===== config.mk =====
export PLATFORM = sky130hd
export DESIGN_NAME = ssfl_ctrl
export DESIGN_NICKNAME = d
export VERILOG_FILES = /design/src/rtl/ssfl_pkg.sv /design/src/rtl/ssfl_ctrl.sv
export SDC_FILE = /design/constraint.sdc
export NUM_CORES = 1
export LEC_CHECK = 0
export BUFFER_PORTS_ARGS = -buffer_cell sky130_fd_sc_hd__buf_2
export CORE_AREA = 4 4 41 43
export DETAILED_ROUTE_END_ITERATION = 8
export DIE_AREA = 0 0 45 47
export PLACE_DENSITY = 0.59
export SYNTH_ARGS = -nofsm -noshare
export SYNTH_HDL_FRONTEND = slang
export SYNTH_SLANG_ARGS = --single-unit

===== constraint.sdc =====
create_clock -name i_clk -period 1.37 [get_ports i_clk]
set_clock_uncertainty 0.05 [all_clocks]
set_input_delay 0.137 -clock i_clk [delete_from_list [all_inputs] [get_ports i_clk]]
set_output_delay 0.137 -clock i_clk [all_outputs]
set_load 0.05 [all_outputs]

===== src/rtl/ssfl_pkg.sv =====
// Shared types and constants for the slab slot free-list allocator.
// No dependencies; every other file but ssfl_ram refers to this package by scoped names.
`timescale 1ns / 1ps
`default_nettype none

package ssfl_pkg;

    localparam int ADDR_W    = 48;
    localparam int SIZE_W    = 16;
    localparam int CNT_W     = 10;
    localparam int STAT_W    = 2;
    localparam int OCC_W     = 2;
    localparam int CFG_IDX_W = 2;

    localparam logic OP_ALLOC = 1'b0;
    localparam logic OP_FREE  = 1'b1;

    localparam logic [STAT_W-1:0] ST_OK           = 2'd0;
    localparam logic [STAT_W-1:0] ST_FULL         = 2'd1;
    localparam logic [STAT_W-1:0] ST_NOT_IN_SLAB  = 2'd2;
    localparam logic [STAT_W-1:0] ST_NOTHING_USED = 2'd3;

    localparam logic [OCC_W-1:0] OCC_EMPTY   = 2'd0;
    localparam logic [OCC_W-1:0] OCC_PARTIAL = 2'd1;
    localparam logic [OCC_W-1:0] OCC_FULL    = 2'd2;

    localparam logic [CFG_IDX_W-1:0] CFG_BASE  = 2'd0;
    localparam logic [CFG_IDX_W-1:0] CFG_SIZE  = 2'd1;
    localparam logic [CFG_IDX_W-1:0] CFG_COUNT = 2'd2;

    localparam logic [ADDR_W-1:0] BASE_RST  = 48'd0;
    localparam logic [SIZE_W-1:0] SIZE_RST  = 16'd16;
    localparam logic [CNT_W-1:0]  COUNT_RST = 10'd256;
    localparam logic [CNT_W-1:0]  COUNT_MAX = 10'd1023;

    typedef enum logic [3:0] {
        S_CLEAR,
        S_IDLE,
        S_ALLOC_RD,
        S_ALLOC_WAIT,
        S_FREE_CHK,
        S_FREE_RNG,
        S_FREE_DIV,
        S_FREE_END,
        S_DONE
    } t_state;

    typedef struct packed {
        logic in_ready;
        logic clr_wr;
        logic alloc_rd;
        logic alloc_link;
        logic free_sub;
        logic free_rng;
        logic div_step;
        logic free_end;
        logic commit;
    } t_cmd;

    typedef struct packed {
        logic clr_last;
        logic head_oor;
        logic rng_fail;
        logic div_last;
        logic out_free;
    } t_sts;

endpackage

`default_nettype wire


===== src/rtl/ssfl_ctrl.sv =====
// Sequencing state machine: clearing pass, allocate and free sequences, result hand-off.
// Depends on ssfl_pkg for the state type and command/status structs.
`timescale 1ns / 1ps
`default_nettype none

module ssfl_ctrl (
    input  wire logic           i_clk,
    input  wire logic           i_rst_n,
    input  wire logic           i_req_valid,
    input  wire logic           i_req_op,
    input  wire ssfl_pkg::t_sts i_sts,
    output ssfl_pkg::t_cmd      o_cmd
);

    ssfl_pkg::t_state r_state;
    ssfl_pkg::t_state n_state;

    always_ff @(posedge i_clk) begin
        if (!i_rst_n) begin
            r_state <= ssfl_pkg::S_CLEAR;
        end else begin
            r_state <= n_state;
        end
    end

    always_comb begin
        n_state = r_state;
        unique case (r_state)
            ssfl_pkg::S_CLEAR: begin
                if (i_sts.clr_last) n_state = ssfl_pkg::S_IDLE;
            end
            ssfl_pkg::S_IDLE: begin
                if (i_req_valid) begin
                    n_state = (i_req_op == ssfl_pkg::OP_FREE) ? ssfl_pkg::S_FREE_CHK
                                                              : ssfl_pkg::S_ALLOC_RD;
                end
            end
            ssfl_pkg::S_ALLOC_RD: begin
                n_state = i_sts.head_oor ? ssfl_pkg::S_DONE : ssfl_pkg::S_ALLOC_WAIT;
            end
            ssfl_pkg::S_ALLOC_WAIT: n_state = ssfl_pkg::S_DONE;
            ssfl_pkg::S_FREE_CHK:   n_state = ssfl_pkg::S_FREE_RNG;
            ssfl_pkg::S_FREE_RNG: begin
                n_state = i_sts.rng_fail ? ssfl_pkg::S_DONE : ssfl_pkg::S_FREE_DIV;
            end
            ssfl_pkg::S_FREE_DIV: begin
                if (i_sts.div_last) n_state = ssfl_pkg::S_FREE_END;
            end
            ssfl_pkg::S_FREE_END:   n_state = ssfl_pkg::S_DONE;
            ssfl_pkg::S_DONE: begin
                if (i_sts.out_free) n_state = ssfl_pkg::S_IDLE;
            end
            default:                n_state = ssfl_pkg::S_CLEAR;
        endcase
    end

    always_comb begin
        o_cmd = '0;
        unique case (r_state)
            ssfl_pkg::S_CLEAR:      o_cmd.clr_wr     = 1'b1;
            ssfl_pkg::S_IDLE:       o_cmd.in_ready   = 1'b1;
            ssfl_pkg::S_ALLOC_RD:   o_cmd.alloc_rd   = 1'b1;
            ssfl_pkg::S_ALLOC_WAIT: o_cmd.alloc_link = 1'b1;
            ssfl_pkg::S_FREE_CHK:   o_cmd.free_sub   = 1'b1;
            ssfl_pkg::S_FREE_RNG:   o_cmd.free_rng   = 1'b1;
            ssfl_pkg::S_FREE_DIV:   o_cmd.div_step   = 1'b1;
            ssfl_pkg::S_FREE_END:   o_cmd.free_end   = 1'b1;
            ssfl_pkg::S_DONE:       o_cmd.commit     = 1'b1;
            default:                o_cmd            = '0;
        endcase
    end

endmodule

`default_nettype wire


==> impl_metrics.env, run 1 <==
export IMPL_ys_flop_type="dfxtp_1"
export IMPL_relSlewSlack=0.816
export IMPL_clk_latency_ps=230
export IMPL_vias=420
export IMPL_crit_path_top_delay_cell="dfxtp_2"
export IMPL_setup_viol=0
export IMPL_yosysTopAreaCellShare=0.222
export IMPL_cts_tree="yes"
export IMPL_outcome="completed"
export IMPL_fin_crit_ps=1350
export IMPL_power_density_mw_per_mm2=845
export IMPL_viasPerCell=4.88
export IMPL_syn_cell_area_um2=360
export IMPL_cts_buffer_depth=2
export IMPL_die_area_mm2=0.00212
export IMPL_postCtsHoldBufs=0
export IMPL_ys_ff_latch=4
export IMPL_grt_setup_unrepaired="yes"
export IMPL_crit_arrival_ps=1160
export IMPL_multi_input_area_um2=323
export IMPL_synth_top_family_by_area="simple AND/OR/NAND/NOR gates"
export IMPL_avgSynthCellArea_um2=7.51
export IMPL_grt_max_degree=15
export IMPL_yosys_area_share_simple=0.441
export IMPL_min_path_cells=3
export IMPL_r2r_start="r_state[2]$_SDFFE_PN0P_"
export IMPL_ctsRootBufferMaster="clkbuf_4"
export IMPL_largest_reg_flops=4
export IMPL_cp_end_kind="output pin"
export IMPL_die_y_um=47
export IMPL_seq_area_frac_synth=0.222
export IMPL_hold_viol=0
export IMPL_final_layout_size_suffix_gt1_frac=0.620
export IMPL_hpwl_um=817
export IMPL_antenna_cells=0
export IMPL_drt_wl_total_um=1010
export IMPL_maxCapViolations=0
export IMPL_fmax_mhz=740
export IMPL_leakage_nw=0.252
export IMPL_fillers=137
export IMPL_cp_start_kind="flip-flop"
export IMPL_rows=13
export IMPL_total_power_w=0.000545
export IMPL_regMostFlops="r_state"
export IMPL_grt_antenna_before_repair=0
export IMPL_synth_area_top_cells="dfxtp_1 22%, nand2b_1 8.7%, nor3_1 5.6%"
export IMPL_cts_buffers_inserted=3
export IMPL_ir_worst_vdd_uv=367
export IMPL_finalNetCount=82
export IMPL_fin_crit_sh=0.986
export IMPL_worst_path_largest_cell_delay_ps=330
export IMPL_tightest_slew_ps=272
export IMPL_clock_sinks=4
export IMPL_drt_iter0_markers=1
export IMPL_drv_slew=0
export IMPL_die_w_um=45
export IMPL_cts_setup_buffers=0
export IMPL_grt_pass1_wl_um=1640
export IMPL_grt_overflow=0
export IMPL_cts_clk_slew_worst_paths_ps=30
export IMPL_finalSetupTns_ps=0
export IMPL_min_path_type="in2reg"
export IMPL_io_buffers=17
export IMPL_synth_warnings=0
export IMPL_synth_cells=48
export IMPL_start_util=0.277
export IMPL_syn_to_final_growth_pct=78.8
export IMPL_r2r_slack_ps=90
export IMPL_regArea_um2=90.1
export IMPL_drt_first_pass_iters=2
export IMPL_yosys_area_top_type="dfxtp_1"
export IMPL_synth_common_cells="5 x nand2b_1, 4 x dfxtp_1, 4 x nor2_1, 4 x nor3_1"
export IMPL_worstHoldEndpoint="r_state[3]$_SDFFE_PN0P_"
export IMPL_top_level_ports=18
export IMPL_synth_mux_area_frac=0.0278
export IMPL_antenna_left=0
export IMPL_crit_type="reg2out"
export IMPL_ff2ff_path_depth=3
export IMPL_top_regs="r_state x4"
export IMPL_grtUsageTotal=0.104
export IMPL_ys_types=27
export IMPL_syn_nets=57
export IMPL_htree_levels=1
export IMPL_worstSetupStartpoint="r_state[0]$_SDFFE_PN0P_"
export IMPL_crit_fanout=4
export IMPL_cp_required_ps=1180
export IMPL_core_area_mm2=0.00130
export IMPL_r2r_end="r_state[1]$_SDFFE_PN0P_"
export IMPL_place_congestion=0.768
export IMPL_yosysMostFrequentCell="nand2b_1"
export IMPL_holdCritStartpoint="i_rst_n"
export IMPL_drc=0
export IMPL_ys_async_sr_fraction=0
export IMPL_crit_chain="buf_4, nor4_2, buf_4"
export IMPL_synth_edf_count=0
export IMPL_wl_per_cell_um=11.7
export IMPL_synthAdderAreaFrac=0
export IMPL_synth_compound_area_frac=0.233
export IMPL_synth_xor_area_frac=0
export IMPL_grt_pass1_vias=415
export IMPL_path_common_cell="buf_4"
## kinds of logic (layout without fill, tap and decap cells)
group                  after synthesis  count (layout)
AND/OR/NAND/NOR                     27              27
multiplexers                         1               1
AO/OA/AOI/OAI                       11              11
buffers and inverters                5              28
flip-flops                           4               4
## critical path: cells and delay by family (launching register included)
family	cells	cell delay, ps
buf+inv	2	400
flops	1	330
simple gates	1	200
## routing by layer
layer / GRT usage / part of all wire / vias up
met2: 0.155 / 0.44 / 17
met3: 0.0192 / 0.078 / 2
met5: 0 / 0 / -
met1: 0.137 / 0.47 / 178
li1: - / - / 223
met4: 0.0702 / 0.0060 / 0
## stage by stage
| step | hold slack (ps) | setup slack, ps | cell area, um2 | util | instances |
|---|---|---|---|---|---|
| floorplan | 203 | -283 | 413 | - | 48 |
| global placement | 348 | 36.0 | 546 | 0.419 | 83 |
| detailed placement | 349 | 18.4 | 546 | 0.419 | 83 |
| CTS | 98.6 | 4.29 | 606 | 0.465 | 86 |
| global route | 130 | -14.5 | 644 | 0.495 | 86 |
| finish | 105 | 19.0 | 644 | 0.495 | 86 |
## timing repair
action | CTS | global route
setup endpoints to repair | 9 | 8
endpoints found under the hold margin | 0 | 0
gates resized for setup | 16 | 11
## worst max path at each step
stage               slack, ps  cells after the start                       to
detailed placement         20                      3                 o_cmd[6]
finish                     20                      3                 o_cmd[7]
global route              -10                      3                 o_cmd[2]
floorplan                -280                      2                 o_cmd[7]
CTS                         4                      3                 o_cmd[8]
global placement           40                      3  r_state[1]$_SDFFE_PN0P_
## cell usage in the layout (no fill, tap or decap), drive strengths merged, types with 2 or more instances in the layout
master and count:
buf 24, nand2b 5, nor2 4, nor3 4, dfxtp 4, nand2 3, o21ai 3, clkbuf 3
nor2b 2, nand3b 2, nor4 2, a221oi 2
## cell type report
type,count,area share
clock buffer,3,0.0350
inverter,1,0.00583
multi-input combinational,39,0.501
tap,15,0.0291
timing repair buffer,24,0.289
sequential,4,0.140
## power by group
| part | total (W) | leakage, nW | internal, W | switching, W |
|---|---|---|---|---|
| Combinational | 0.000258 | 0.204 | 0.000110 | 0.000147 |
| Clock | 0.000138 | 0.0138 | 0.0000974 | 0.0000401 |
| Sequential | 0.000149 | 0.0349 | 0.000127 | 0.0000226 |
| Total | 0.000545 | 0.252 | 0.000335 | 0.000210 |
Note: power is estimated with default switching activity, not from simulation.
==> run 2: changes to the inputs <==
--- a/config.mk
+++ b/config.mk
@@ -7,6 +7,7 @@
 export LEC_CHECK = 0
 export BUFFER_PORTS_ARGS = -buffer_cell sky130_fd_sc_hd__buf_2
 export CORE_AREA = 4 4 41 43
+export CTS_BUF_LIST = sky130_fd_sc_hd__clkbuf_16
 export DETAILED_ROUTE_END_ITERATION = 8
 export DIE_AREA = 0 0 45 47
 export PLACE_DENSITY = 0.59
==> run 2 against run 1 <==
Compared with the run above:
- clock-buffer cell count unchanged
- non-clock buffer count stayed put
- global-route usage grew 1.4 points
- wire length rose by 11%
- via count grew 3.8%
- combinational power fell by 2%
- sequential power is essentially flat
- flip-flop and latch count is the same
- final area up 5.4%
- fmax rose by 1.3%
- register-to-register slack about the same
- setup slack better by 18 ps
- critical path type unchanged
==> impl_metrics.env, run 2 (synthesis results as in run 1) <==
export IMPL_setup_viol=0
export IMPL_rows=13
export IMPL_grt_overflow=0
export IMPL_start_util=0.277
export IMPL_finalNetCount=82
export IMPL_cp_end_kind="output pin"
export IMPL_crit_path_top_delay_cell="dfxtp_4"
export IMPL_clock_sinks=4
export IMPL_regMostFlops="r_state"
export IMPL_largest_reg_flops=4
export IMPL_cts_tree="yes"
export IMPL_crit_fanout=14
export IMPL_leakage_nw=0.271
export IMPL_die_area_mm2=0.00212
export IMPL_cp_start_kind="flip-flop"
export IMPL_htree_levels=1
export IMPL_drc=0
export IMPL_layout_commonest_cell="buf_4"
export IMPL_final_layout_size_suffix_gt1_frac=0.620
export IMPL_die_y_um=47
export IMPL_drv_slew=0
export IMPL_min_path_type="in2reg"
export IMPL_top_level_ports=18
export IMPL_cts_buffer_depth=2
export IMPL_cts_clk_slew_worst_paths_ps=30
export IMPL_drt_first_pass_iters=2
export IMPL_place_ws_ps=18.4
export IMPL_tightest_slew_ps=251
export IMPL_power_density_mw_per_mm2=1260
export IMPL_place_congestion=0.768
export IMPL_r2r_slack_ps=90
export IMPL_grt_setup_unrepaired="yes"
export IMPL_cp_required_ps=1180
export IMPL_drt_wl_total_um=1110
export IMPL_grt_antenna_before_repair=0
export IMPL_min_path_cells=3
export IMPL_hold_viol=0
export IMPL_crit_type="reg2out"
export IMPL_antenna_left=0
export IMPL_cts_setup_buffers=0
export IMPL_fmax_mhz=750
export IMPL_mostFrequentLayoutCells="11 x buf_4, 8 x buf_2, 5 x buf_6"
export IMPL_relSlewSlack=0.828
export IMPL_worstHoldEndpoint="r_state[3]$_SDFFE_PN0P_"
export IMPL_io_buffers=17
export IMPL_critPathBufInv=1
export IMPL_fin_crit_sh=0.973
export IMPL_syn_to_final_growth_pct=88.5
export IMPL_grt_pass1_wl_um=1770
export IMPL_wl_per_cell_um=12.9
export IMPL_fillers=136
export IMPL_ff2ff_path_depth=3
export IMPL_vias=436
export IMPL_grt_use_met1=0.141
export IMPL_top_regs="r_state x4"
export IMPL_crit_arrival_ps=1150
export IMPL_r2r_start="r_state[2]$_SDFFE_PN0P_"
export IMPL_drt_iter0_markers=1
export IMPL_grt_busiest_layer="met2"
export IMPL_gr_usage_met3=0.0307
export IMPL_cpLargestDelayFamily="flip-flops"
export IMPL_final_area_um2=679
export IMPL_grt_pass1_vias=420
export IMPL_antenna_cells=0
export IMPL_clk_latency_ps=220
export IMPL_viasPerCell=5.07
export IMPL_outcome="completed"
export IMPL_hpwl_um=817
export IMPL_ctsRootBufferMaster="clkbuf_16"
export IMPL_maxCapViolations=0
export IMPL_placed_area_um2=546
export IMPL_grt_max_degree=15
export IMPL_holdCritStartpoint="i_rst_n"
export IMPL_ir_worst_vdd_uv=863
export IMPL_cts_buffers_inserted=3
export IMPL_worst_path_largest_cell_delay_ps=380
export IMPL_crit_chain="nand2b_2, nor3_4, buf_6"
export IMPL_grtUsageTotal=0.119
export IMPL_layout_setup_ws_ps=36.8
export IMPL_core_area_mm2=0.00130
export IMPL_grt_util_met2=0.175
export IMPL_r2r_end="r_state[1]$_SDFFE_PN0P_"
export IMPL_die_w_um=45
export IMPL_fin_crit_ps=1330
==> run 2: how the worst max path moves through the flow <==
| stage | start | to | cells past startpoint |
|---|---|---|---|
| floorplan | r_state[1]$_SDFFE_PN0P_ | o_cmd[7] | 2 |
| global placement | r_state[2]$_SDFFE_PN0P_ | r_state[1]$_SDFFE_PN0P_ | 3 |
| detailed placement | r_state[1]$_SDFFE_PN0P_ | o_cmd[6] | 3 |
| CTS | r_state[2]$_SDFFE_PN0P_ | o_cmd[2] | 3 |
| global route | r_state[3]$_SDFFE_PN0P_ | o_cmd[3] | 3 |
| finish | r_state[2]$_SDFFE_PN0P_ | o_cmd[6] | 3 |
==> run 2: layer usage <==
metal	part of all wire	wire length, um
met4	0.036	40
met1	0.45	502
met3	0.10	112
met5	0	0
met2	0.41	458
==> run 2: worst register-to-register path, delay by kind of cell, from the launching register on <==
| family | cells | cell delay, ps |
|---|---|---|
| compound gates | 2 | 520 |
| flops | 1 | 380 |
| simple gates | 1 | 240 |
==> run 2: what timing repair did <==
item	CTS	global route
endpoints found under the setup margin	9	8
resized for setup	14	9
hold buffers	0	0
==> run 2: cell type report <==
| cell class | count | area (um2) | area share |
|---|---|---|---|
| sequential | 4 | 90.1 | 0.133 |
| clock buffer | 3 | 75.1 | 0.110 |
| multi-input combinational | 39 | 313 | 0.460 |
| timing repair buffer | 24 | 179 | 0.263 |
| tap | 15 | 18.8 | 0.0276 |
| inverter | 1 | 3.75 | 0.00552 |
==> run 2: stage by stage <==
stage / instances / power, W / hold WS [ps] / TNS, ps / util
global route: 86 / 0.000891 / 146 / -34.7 / 0.522
global placement: 83 / 0.000376 / 348 / 0 / 0.419
finish: 86 / 0.000856 / 114 / 0 / 0.522
detailed placement: 83 / 0.000377 / 349 / 0 / 0.419
floorplan: 48 / 0.000313 / 203 / -402 / -
CTS: 86 / 0.000854 / 111 / 0 / 0.502
==> run 2: power by group <==
group | total [W] | switching (W) | internal, W
logic | 0.000254 | 0.000149 | 0.000106
clock network | 0.000454 | 0.0000815 | 0.000373
registers | 0.000147 | 0.0000203 | 0.000127
total | 0.000856 | 0.000251 | 0.000605
==> run 3: changes to the inputs <==
==> constraint.sdc (replaced) <==
create_clock -name i_clk -period 1.37 [get_ports i_clk]
set_clock_uncertainty 0.05 [all_clocks]
set_input_delay 0.137 -clock i_clk [delete_from_list [all_inputs] [get_ports i_clk]]
set_output_delay 0.137 -clock i_clk [all_outputs]
set_load 0.1 [all_outputs]
==> run 3 against run 2 <==
Compared with the run above:
- the flow now finishes with violations (setup timing)
- wire length is 3.2% higher
- flip-flop and latch count is the same
- non-clock buffer count is 3 higher
- combinational power up 59%
- cell count rose by 3.5%
- clock-buffer cell count unchanged
- die area is the same
- clock power fell by 1%
- global-route usage increased by 1.2 points
- critical path depth stayed put
==> impl_metrics.env, run 3 (synthesis results as in run 1) <==
export IMPL_mostFrequentLayoutCells="10 x buf_12, 8 x buf_2, 7 x buf_4"
export IMPL_crit_path_top_delay_cell="dfxtp_4"
export IMPL_grt_max_degree=13
export IMPL_fin_crit_ps=1400
export IMPL_clock_sinks=4
export IMPL_wl_per_cell_um=12.9
export IMPL_final_layout_size_suffix_gt1_frac=0.662
export IMPL_layout_commonest_cell="buf_12"
export IMPL_final_cells=89
export IMPL_grt_pass1_vias=447
export IMPL_final_area_um2=871
export IMPL_drt_wl_total_um=1150
export IMPL_hold_viol=0
export IMPL_min_path_type="in2reg"
export IMPL_cts_buffer_depth=2
export IMPL_cp_required_ps=1180
export IMPL_cts_buffers_inserted=3
export IMPL_die_w_um=45
export IMPL_ff2ff_path_depth=4
export IMPL_grt_setup_unrepaired="yes"
export IMPL_worst_path_largest_cell_delay_ps=350
export IMPL_rows=13
export IMPL_ctsRootBufferMaster="clkbuf_16"
export IMPL_placed_area_um2=708
export IMPL_finalNetCount=85
export IMPL_crit_fanout=4
export IMPL_hpwl_um=922
export IMPL_place_congestion=0.739
export IMPL_cp_start_kind="flip-flop"
export IMPL_fmax_mhz=715
export IMPL_ir_worst_vdd_uv=822
export IMPL_antenna_left=0
export IMPL_cp_depth=3
export IMPL_r2r_slack_ps=70
export IMPL_io_buffers=17
export IMPL_fillers=105
export IMPL_grtUsageTotal=0.131
export IMPL_vias=470
export IMPL_cts_clk_slew_worst_paths_ps=30
export IMPL_antenna_cells=0
export IMPL_top_level_ports=18
export IMPL_fin_crit_sh=1.02
export IMPL_grt_pass1_wl_um=1970
export IMPL_cpLargestDelayFamily="flip-flops"
export IMPL_drv_slew=0
export IMPL_maxCapViolations=0
export IMPL_leakage_nw=0.326
export IMPL_r2r_end="r_state[1]$_SDFFE_PN0P_"
export IMPL_drc=0
export IMPL_top_regs="r_state x4"
export IMPL_power_density_mw_per_mm2=1150
export IMPL_setup_viol=3
export IMPL_outcome="finished, violations left"
export IMPL_r2r_start="r_state[2]$_SDFFE_PN0P_"
export IMPL_cp_end_kind="output pin"
export IMPL_drt_iter0_markers=4
export IMPL_crit_chain="buf_8, nor4_4, buf_12"
export IMPL_violations="setup timing"
export IMPL_viasPerCell=5.28
export IMPL_die_area_mm2=0.00212
export IMPL_holdCritStartpoint="i_rst_n"
export IMPL_largest_reg_flops=4
export IMPL_die_y_um=47
export IMPL_relSlewSlack=0.795
export IMPL_core_area_mm2=0.00130
export IMPL_utilization=0.669
export IMPL_drt_first_pass_iters=2
export IMPL_regMostFlops="r_state"
export IMPL_htree_levels=1
export IMPL_crit_type="reg2out"
export IMPL_tightest_slew_ps=303
export IMPL_layout_setup_ws_ps=-28.6
export IMPL_total_power_w=0.00101
export IMPL_grt_overflow=0
export IMPL_syn_to_final_growth_pct=142
export IMPL_endpoint="o_cmd[7]"
export IMPL_cts_tree="yes"
export IMPL_dp_cells=82
export IMPL_clk_latency_ps=220
export IMPL_critPathBufInv=2
export IMPL_grt_antenna_before_repair=0
export IMPL_crit_arrival_ps=1210
export IMPL_start_util=0.277
export IMPL_worstSetupStartpoint="r_state[3]$_SDFFE_PN0P_"
==> run 3: area by class of cell <==
type                    count  area [um2]  share of cell area
multi-input cells          39         362               0.415
repair buffers             27         319               0.366
flip-flops and latches      4        92.6               0.106
clock buffers               3        75.1              0.0862
well taps                  15        18.8              0.0216
inverters                   1        3.75             0.00431
==> run 3: what timing repair did <==
action                     CTS  global route
hold buffers                 0             0
setup endpoints to repair    9             6
pin swaps                    1             1
setup buffers                3             1
gates resized for setup     14             1
==> run 3: metrics by stage <==
step           worst slack, ps  hold slack (ps)  TNS, ps
6_report                 -28.6              119    -70.2
4_1_cts                  -44.1              111     -127
5_1_grt                  -74.5              138     -328
3_5_place_dp             0.608              353        0
3_3_place_gp              58.1              345        0
2_1_floorplan             -374              203    -1320
==> run 3: where the power goes <==
group	total (W)	internal [W]	switching, W
registers	0.000151	0.000126	0.0000251
clock network	0.000449	0.000372	0.0000772
logic	0.000405	0.000168	0.000237
total	0.00101	0.000666	0.000339
==> run 3: routing by layer <==
layer / part of all wire / global-route usage
met2: 0.48 / 0.212
met1: 0.41 / 0.152
met4: 0.030 / 0.105
met3: 0.076 / 0.0230
met5: 0 / 0
==> run 3: worst min-delay path by stage <==
stage | slack (ps) | end | depth (start not counted)
floorplan | 200 | r_state[3]$_SDFFE_PN0P_ | 2
global placement | 340 | r_state[3]$_SDFFE_PN0P_ | 3
detailed placement | 350 | r_state[3]$_SDFFE_PN0P_ | 3
CTS | 110 | r_state[3]$_SDFFE_PN0P_ | 3
global route | 140 | r_state[3]$_SDFFE_PN0P_ | 3
finish | 120 | r_state[3]$_SDFFE_PN0P_ | 3
==> run 3: tightest hold or removal path, delay by kind of cell <==
kind                   cells  cell delay, ps
AOI/OAI and AO/OA          1              30
buffers and inverters      1             120
and+or+nand+nor            1              60
